**src/sv/pstq_pkg.sv**
```systemverilog
// Shared definitions for the prefix-sum tree block: field widths, codes,
// controller states and the command/status bundles between controller and datapath.
// No dependencies.
`timescale 1ns / 1ps
`default_nettype none

package pstq_pkg;

   // Fixed field widths
   localparam int DATA_W = 32;
   localparam int IDX_W  = 10;
   localparam int CNT_W  = 11;

   // Entry count after reset
   localparam logic [CNT_W-1:0] CSR_RESET = 11'd1024;

   // Operation codes
   localparam logic OP_SET   = 1'b0;
   localparam logic OP_QUERY = 1'b1;

   // Status codes
   localparam logic STAT_OK    = 1'b0;
   localparam logic STAT_RANGE = 1'b1;

   // Controller states
   typedef enum logic [2:0] {
      ST_CLEAR,
      ST_IDLE,
      ST_RAW_RD,
      ST_RAW_WR,
      ST_WALK_UP,
      ST_WALK_HI,
      ST_WALK_LO,
      ST_DONE
   } state_type;

   // Controller to datapath
   typedef struct packed {
      logic clear;      // zero one entry of both stores, advance sweep
      logic accept;     // latch request fields, set up high prefix walk
      logic raw_wr;     // form delta, store new value, set up update walk
      logic walk_step;  // one node of the active tree walk
      logic lo_load;    // set up the subtracting prefix walk
      logic rsp_load;   // load result register
   } cmd_type;

   // Datapath to controller
   typedef struct packed {
      logic clr_last;   // sweep is at the last entry
      logic req_err;    // offered request has an index out of range
      logic req_query;  // offered request is a query
      logic walk_busy;  // walk has nodes left or a read in flight
   } stat_type;

endpackage

`default_nettype wire

```
**src/sv/pstq_ctrl.sv**
```systemverilog
// Controller for the prefix-sum tree block: clearing sweep, item sequencing,
// walk control and the result valid flag. Uses pstq_pkg.
`timescale 1ns / 1ps
`default_nettype none

module pstq_ctrl (
   input  logic               clock,
   input  logic               reset,
   input  logic               req_valid,
   output logic               req_stall,
   output logic               rsp_valid,
   input  logic               rsp_stall,
   input  pstq_pkg::stat_type stat,
   output pstq_pkg::cmd_type  cmd
);

   pstq_pkg::state_type state_ff, state_in;
   logic                rsp_valid_ff, rsp_valid_in;

   // State and result flag registers
   always_ff @(posedge clock) begin
      if (reset) begin
         state_ff     <= pstq_pkg::ST_CLEAR;
         rsp_valid_ff <= 1'b0;
      end else begin
         state_ff     <= state_in;
         rsp_valid_ff <= rsp_valid_in;
      end
   end

   // Next state and commands
   always_comb begin
      state_in  = state_ff;
      cmd       = '0;
      req_stall = 1'b1;
      case (state_ff)
         pstq_pkg::ST_CLEAR: begin
            cmd.clear = 1'b1;
            if (stat.clr_last) begin
               state_in = pstq_pkg::ST_IDLE;
            end
         end
         pstq_pkg::ST_IDLE: begin
            req_stall = 1'b0;
            if (req_valid) begin
               cmd.accept = 1'b1;
               if (stat.req_err) begin
                  state_in = pstq_pkg::ST_DONE;
               end else if (stat.req_query) begin
                  state_in = pstq_pkg::ST_WALK_HI;
               end else begin
                  state_in = pstq_pkg::ST_RAW_RD;
               end
            end
         end
         pstq_pkg::ST_RAW_RD: begin
            state_in = pstq_pkg::ST_RAW_WR;
         end
         pstq_pkg::ST_RAW_WR: begin
            cmd.raw_wr = 1'b1;
            state_in   = pstq_pkg::ST_WALK_UP;
         end
         pstq_pkg::ST_WALK_UP: begin
            cmd.walk_step = 1'b1;
            if (!stat.walk_busy) begin
               state_in = pstq_pkg::ST_DONE;
            end
         end
         pstq_pkg::ST_WALK_HI: begin
            cmd.walk_step = 1'b1;
            if (!stat.walk_busy) begin
               cmd.lo_load = 1'b1;
               state_in    = pstq_pkg::ST_WALK_LO;
            end
         end
         pstq_pkg::ST_WALK_LO: begin
            cmd.walk_step = 1'b1;
            if (!stat.walk_busy) begin
               state_in = pstq_pkg::ST_DONE;
            end
         end
         pstq_pkg::ST_DONE: begin
            // result register free or emptying this cycle
            if (!rsp_valid_ff || !rsp_stall) begin
               cmd.rsp_load = 1'b1;
               state_in     = pstq_pkg::ST_IDLE;
            end
         end
         default: begin
            state_in = pstq_pkg::ST_IDLE;
         end
      endcase
   end

   // Result valid: set on load, cleared on transfer
   always_comb begin
      rsp_valid_in = rsp_valid_ff;
      if (cmd.rsp_load) begin
         rsp_valid_in = 1'b1;
      end else if (rsp_valid_ff && !rsp_stall) begin
         rsp_valid_in = 1'b0;
      end
   end

   assign rsp_valid = rsp_valid_ff;

endmodule

`default_nettype wire

```
**config.mk**
```make
export PLATFORM = sky130hd
export DESIGN_NAME = pstq_ctrl
export DESIGN_NICKNAME = d
export VERILOG_FILES = /design/src/sv/pstq_pkg.sv /design/src/sv/pstq_ctrl.sv
export SDC_FILE = /design/constraint.sdc
export NUM_CORES = 1
export LEC_CHECK = 0
export BUFFER_PORTS_ARGS = -buffer_cell sky130_fd_sc_hd__buf_2
export CORE_AREA = 2 2 39 41
export DETAILED_ROUTE_END_ITERATION = 10
export DIE_AREA = 0 0 41 43
export GPL_TIMING_DRIVEN = 0
export PLACE_DENSITY_LB_ADDON = 0.1
export SETUP_SLACK_MARGIN = 0.4
export SYNTH_ARGS = -nofsm -noshare
export SYNTH_HDL_FRONTEND = slang
export SYNTH_SLANG_ARGS = --single-unit
```
**constraint.sdc**
```tcl
create_clock -name clock -period 2.2 [get_ports clock]
set_clock_uncertainty 0.15 [all_clocks]
set_input_delay 0.33 -clock clock [delete_from_list [all_inputs] [get_ports clock]]
set_output_delay 0.33 -clock clock [all_outputs]
set_load 0.02 [all_outputs]
```
==> results.md, run 1 <==
* Hold depth at 2
* Endpoint class of the critical path: output port
* Via density at 4.49
* Minimum clock period at 1.72 ns
* Synth area leaders: dfxtp_1 (27%), buf_6 (11%), a21oi_1 (5.0%)
* CTS tree: done
* Die span in y at 43 um
* RSZ-0062 raised after global routing: false
* Storage cell area at 80.1 sq um
* Cell with the most instances after synthesis: dfxtp_1
* Bufs on Longest Clock Path at 2
* Hold Slack at 0.174 ns
* Wire per inst at 10.2 um
* Total power at 0.296 mW
* Final hold vios at 0
* Syn Inst Count at 36
* Drt first pass iters at 4
* Number of global-route vias before repair at 277
* Global route total overflow at 0
* I/O pin cnt at 16
* Final #Nets at 65
* Synth Net Count at 44
* Top_reg_cell synth: dfxtp_1
* Yosys reg bits at 4
* H-Tree Depth at 1
* Run status: finished, final reports clean
* Mapped Area at 298 sq um
* Power per cell area at 694 nW/um^2
* Most instantiated cells after synthesis: dfxtp_1 (4), a21oi_1 (3), buf_6 (3), nor2_1 (3)
* Die X at 41 um
* ANT nets after route at 0
* Largest net degree at the start of global routing at 11
* WHS Endpoint: rsp_valid$_SDFFE_PP0P_
* CTS Root Cell: clkbuf_4
* Setup violators final at 0
* Share of cells above drive strength 1 at 49.1%
* Routed Wire Length at 722 um
* Seq/Total Area, Yosys at 26.9%
* Die area at 1760 sq um
* Post-DP HPWL at 539 um
* EDFF count, synth at 0
* Multi-input gate area at 173 sq um
* R2R Setup Slk at 1.01 ns
* WS Path Type: reg2out
* Initial antenna violation count at 0
* First-pass GRT wire length at 1.12 mm
* FFs w/ async S/R, synth at 0%
* Clock transition at path regs at 0.04 ns
* Diode count at 0
* Initial Utilization at 21.5%
* Synth warn at 0
* Worst R2R Start: state_ff[0]$_SDFFE_PP0P_
* Leakage at 0.203 nW
* Core ar. at 1380 sq um
* Peak VDD IR at 0.180 mV
* CTS buffer count at 3
* Hold path startpoint: reset
* Slew Limit Fails at 0
* Row Count at 14
* R2R cell count at 4
* Fin Setup TNS at 0 ns
* Max_cap viols at 0
* Synth top area share at 26.9%
* Final Core Density at 30.8%
* Worst slew margin at 83.9%
* Final RePlAce weighted congestion at 0.720
* Gr usage total at 10.1%
* Fmax at 583 MHz
* Fillers at 151
* Clock sink count at 4
* Yosys top cell by area: dfxtp_1
* Syn Area/Cell at 8.27 sq um
* Clk_lat worst skew at 0.23 ns
* DRC at 0
* Critical Path RT at 1.72 ns
* Post-CTS Hold Fix Bufs at 0
* Layout area overhead at 43.3%
* Hold crit path type: in2reg
* PortBufs at 15
* Worst-margin pin slew at 0.242 ns
* Starting DRT DRC Count at 6
* Yosys cell types at 23
* FF-to-FF End: state_ff[1]$_SDFFE_PP0P_
* Vias post-DR at 319
* CP Max Fanout at 10
* Startpoint Class: register
* Crit path DAT at 1.24 ns
* Period utilization at 78.0%
[state kept, by name, indices dropped and copies added, names as in the netlist]
| name | flops |
|---|---|
| state_ff | 3 |
| rsp_valid | 1 |
[cell usage in the layout, fill, tap and decap left out, types with 2 or more instances in the layout]
master | netlist | routed
nand2b_1 | 2 | 2
inv_1 | 2 | 2
a31oi_1 | 2 | 2
nor2_1 | 3 | 3
a21oi_1 | 3 | 2
nand2_1 | 2 | 2
buf_6 | 3 | 3
clkbuf_4 | 0 | 3
dfxtp_1 | 4 | 4
buf_4 | 1 | 2
buf_2 | 0 | 15
[kinds of logic after synthesis]
family,after synthesis,share of synthesized area (%)
AOI/OAI and AO/OA,9,21.0
buffers and inverters,6,16.4
DFF,4,26.9
and+or+nand+nor,17,35.7
[through the flow]
stage               cells  setup slack (ns)  cell area [sq um]
finish                 71             0.485                427
global route           71             0.404                427
CTS                    70             0.432                415
detailed placement     67             0.687                393
global placement       67             0.686                393
floorplan              36             0.662                298
[final cells by class]
class,count,area share (%)
Buffer,4,9.68
Clock buffer,3,5.28
Inverter,2,1.76
Multi-Input combinational cell,26,40.5
Sequential cell,4,18.8
Tap cell,16,4.69
Timing Repair Buffer,16,19.4
[repair_timing]
item | in CTS | in global routing
setup endpoints to repair | 0 | 1
resized for setup | 0 | 1
endpoints found under the hold margin | 0 | 0
setup buffers | 0 | 1
[critical path: stages, from the launching register on]
cell and delay (ns):
dfxtp_1 0.34, buf_6 0.14, nand3_1 0.11, a21oi_2 0.15, buf_4 0.12, buf_2 0.15
[power breakdown]
part / total [mW] / internal [mW] / leakage, nW / switching, mW
clock: 0.0892 / 0.0609 / 0.0138 / 0.0283
combinational: 0.122 / 0.0555 / 0.157 / 0.0661
sequential: 0.0852 / 0.0813 / 0.0329 / 0.00393
total: 0.296 / 0.198 / 0.203 / 0.0983
[worst max-delay path by stage]
stage,start,end,slack (ns),cells after the start
global route,state_ff[2]$_SDFFE_PP0P_,cmd[0],0.40,5
CTS,state_ff[2]$_SDFFE_PP0P_,cmd[0],0.43,5
floorplan,state_ff[0]$_SDFFE_PP0P_,cmd[4],0.66,4
global placement,state_ff[2]$_SDFFE_PP0P_,cmd[0],0.69,5
finish,state_ff[2]$_SDFFE_PP0P_,cmd[0],0.48,5
detailed placement,state_ff[2]$_SDFFE_PP0P_,cmd[0],0.69,5
[per-layer routing]
metal / up-vias / track usage [%] / routed length (um)
met1: 140 / 13.1 / 360
met3: 0 / 1.57 / 26
met2: 8 / 12.2 / 336
met4: 0 / 12.0 / 0
met5: - / 0 / 0
li1: 171 / - / -
Note: power is estimated with default switching activity, not from simulation.
==> run 2, diff against run 1 <==
--- a/config.mk
+++ b/config.mk
@@ -5,6 +5,7 @@
 export SDC_FILE = /design/constraint.sdc
 export NUM_CORES = 1
 export LEC_CHECK = 0
+export ABC_AREA = 1
 export BUFFER_PORTS_ARGS = -buffer_cell sky130_fd_sc_hd__buf_2
 export CORE_AREA = 2 2 39 41
 export DETAILED_ROUTE_END_ITERATION = 10
==> constraint.sdc (replaced) <==
create_clock -name clock -period 1.4 [get_ports clock]
set_clock_uncertainty 0.15 [all_clocks]
set_input_delay 0.21 -clock clock [delete_from_list [all_inputs] [get_ports clock]]
set_output_delay 0.21 -clock clock [all_outputs]
set_load 0.02 [all_outputs]
==> run 2 against run 1 <==
  * The flow now finishes with violations (setup timing)
  * Sequential cell count stayed put
  * Synthesized cell count is 61% higher
  * Sequential power grew to 2.9 times the previous value
  * Power grew to 5.0 times the previous value
  * Largest power group unchanged
  * Cell area is 69% higher
  * Count of clock-buffer cells in the layout is 1 higher
  * Critical endpoint is now cmd[1]
  * Critical path type unchanged
  * Synthesized area is 8.0% higher
  * Clock power is 78% higher
==> results.md, run 2 <==
* Slew Limit Fails at 0 (unchanged)
* Global route total overflow at 0 (unchanged)
* Top_reg_cell synth: dfxtp_1
* Hold crit path type: in2reg
* Initial antenna violation count at 0 (unchanged)
* Diode count at 0 (unchanged)
* Final Cell Area at 721 sq um (+69%)
* CTS Root Cell: clkbuf_4
* Area after DPL at 472 sq um (+20%)
* R2R Setup Slk at 0.06 ns (-0.95 ns)
* Die X at 41 um (unchanged)
* PortBufs at 15 (unchanged)
* I/O pin cnt at 16 (unchanged)
* Synth Net Count at 66 (+50%)
* Power per cell area at 2060 nW/um^2 (+200%)
* Largest net degree at the start of global routing at 5 (-6)
* Drt first pass iters at 2 (-2)
* Gr usage total at 14.2% (+4.1 points)
* Clk_lat worst skew at 0.23 ns (about the same)
* Post-Layout Cell Count at 108 (+52%)
* Core ar. at 1380 sq um (unchanged)
* Routed Wire Length at 979 um (+36%)
* Vias post-DR at 461 (+45%)
* Synth warn at 0 (unchanged)
* Fin Setup TNS at -0.282 ns (-0.282 ns)
* Failing checks: setup timing
* ANT nets after route at 0 (unchanged)
* Leakage at 0.387 nW (+90%)
* RSZ-0062 raised after global routing: true
* Fmax at 667 MHz
* Final RePlAce weighted congestion at 0.682 (-5.2%)
* H-Tree Depth at 1 (unchanged)
* Share of cells above drive strength 1 at 66.3% (+17 points)
* Initial Utilization at 23.2% (+1.7 points)
* CTS buffer count at 3 (unchanged)
* WS Path Type: reg2out
* Max_cap viols at 0 (unchanged)
* Most instantiated cells after synthesis: nand2_1 (13), inv_1 (12), nor2_1 (8), nor2_2 (5), dfxtp_1 (4)
* Yosys cell types at 14 (-39%)
* Clock transition at path regs at 0.04 ns (about the same)
* Final WS setup at -0.0998 ns (-0.585 ns)
* Syn Inst Count at 58 (+61%)
* Cell with the most instances after synthesis: nand2_1
* CTS tree: done
* EDFF count, synth at 0 (unchanged)
* Hold Slack at 0.0911 ns (-0.0831 ns)
* Yosys top cell by area: dfxtp_1
* Largest register FFs at 3 (unchanged)
* Post-DP HPWL at 599 um (+11%)
* Die area at 1760 sq um (unchanged)
* Via density at 4.27 (-5.0%)
* Peak VDD IR at 0.933 mV (+420%)
* Wire per inst at 9.06 um (-11%)
* Layout area overhead at 124%
* Run status: finished with violations
* Final #Nets at 101 (+55%)
* Endpoint class of the critical path: output port
* FFs w/ async S/R, synth at 0% (unchanged)
* Commonest non-fill, non-tap cell in the layout: buf_4
* Clock sink count at 4 (unchanged)
* Worst-margin pin slew at 0.196 ns (-0.0459 ns)
* Minimum clock period at 1.50 ns
* Most frequent cells in the layout: buf_4 (12), nand2_1 (10), buf_6 (10)
* Bufs on Longest Clock Path at 2 (unchanged)
* Period utilization at 107%
* Synth area leaders: dfxtp_1 (25%), nand2_1 (15%), inv_1 (14%)
* Die span in y at 43 um (unchanged)
* Mapped Area at 322 sq um (+8.0%)
* Final hold vios at 0 (unchanged)
* DRC at 0 (unchanged)
* Number of global-route vias before repair at 425 (+53%)
* Row Count at 14 (unchanged)
* First-pass GRT wire length at 1.70 mm (+51%)
* Setup violators final at 5 (+5)
* Syn Area/Cell at 5.54 sq um (-33%)
* Seq/Total Area, Yosys at 24.9% (-2.0 points)
* Placed cell count at 89 (+33%)
* Yosys reg bits at 4 (unchanged)
* CP Max Fanout at 4 (-6)
* Crit path DAT at 1.14 ns (-0.10 ns)
* Startpoint Class: register
* Fillers at 135 (-11%)
* Synth top area share at 24.9% (-2.0 points)
* Worst slew margin at 86.9% (+3.0 points)
* Largest register by flop count: state_ff
* Starting DRT DRC Count at 1 (-5)
* Critical Path RT at 1.04 ns (-0.68 ns)
run 2: changes by cell type after synthesis, moves of 2 or more:
| cell | change |
|---|---|
| nand2_1 | +11 |
| inv_1 | +10 |
| nor2_1 | +5 |
| nor2_2 | +5 |
| buf_6 | -3 |
| nand2_2 | +3 |
| a31oi_1 | -2 |
| nand2b_1 | -2 |
| nand3_1 | +2 |
| o21ai_0 | +2 |
run 2: routing by layer:
layer  wire, um  global-route usage (%)  part of all wire [%]  vias up
met5          0                       0                     0        -
met4          0                    8.00                     0        0
met3         43                    1.57                   4.4        0
met2        550                    23.1                    56       10
met1        384                    16.8                    39      203
li1           -                       -                     -      248
run 2: power by group:
group	switching, mW	leakage (nW)	total (mW)	internal, mW
Sequential	0.0702	0.0353	0.248	0.178
Combinational	0.548	0.336	1.08	0.533
Clock	0.0517	0.0150	0.159	0.107
run 2: what timing repair did:
| action | CTS | global route |
|---|---|---|
| pin swaps | 11 | 3 |
| endpoints found under the hold margin | 1 | 0 |
| buffers inserted | 12 | 1 |
| hold buffers | 2 | 0 |
| resized for setup | 31 | 3 |
| endpoints found under the setup margin | 11 | 11 |
run 2: cells by family (layout without fill, tap and decap cells):
logic type             Yosys count  count (layout)  synth area share [%]
AO/OA/AOI/OAI                    6               6                  9.34
buffers and inverters           14              48                  17.5
flip-flops                       4               4                  24.9
AND/OR/NAND/NOR                 34              34                  48.2
run 2: metrics by stage:
stage	util (%)	power, mW	setup WS, ns
after floorplan	-	0.732	0.248
after global placement	34.1	0.880	0.0566
after detailed placement	34.1	0.868	0.0826
after CTS	50.8	1.45	-0.0868
after global routing	52.1	1.61	-0.148
final	52.1	1.49	-0.0998
run 2: layout make-up:
cell class                      instances  area (sq um)  share of cell area, %
Multi-Input combinational cell         40           273                   37.8
Tap cell                               16          20.0                   2.78
Inverter                               13          51.3                   7.12
Clock buffer                            4          26.3                   3.65
Sequential cell                         4          92.6                   12.8
Timing Repair Buffer                   30           250                   34.7
Buffer                                  1          7.51                   1.04
run 2: final timing paths:
path	cells after the start	endpoint	from
setup / recovery	4	cmd[1]	state_ff[1]$_SDFFE_PP0P_
hold reg to reg	2	rsp_valid$_SDFFE_PP0P_	rsp_valid$_SDFFE_PP0P_
hold / removal	3	rsp_valid$_SDFFE_PP0P_	rsp_stall
setup reg to reg	9	state_ff[1]$_SDFFE_PP0P_	state_ff[1]$_SDFFE_PP0P_
run 2: worst max-delay path, stage by stage, from the launching register on:
cell,delay [ns]
dfxtp_4,0.36
buf_4,0.13
buf_6,0.11
nor4_4,0.13
buf_4,0.18
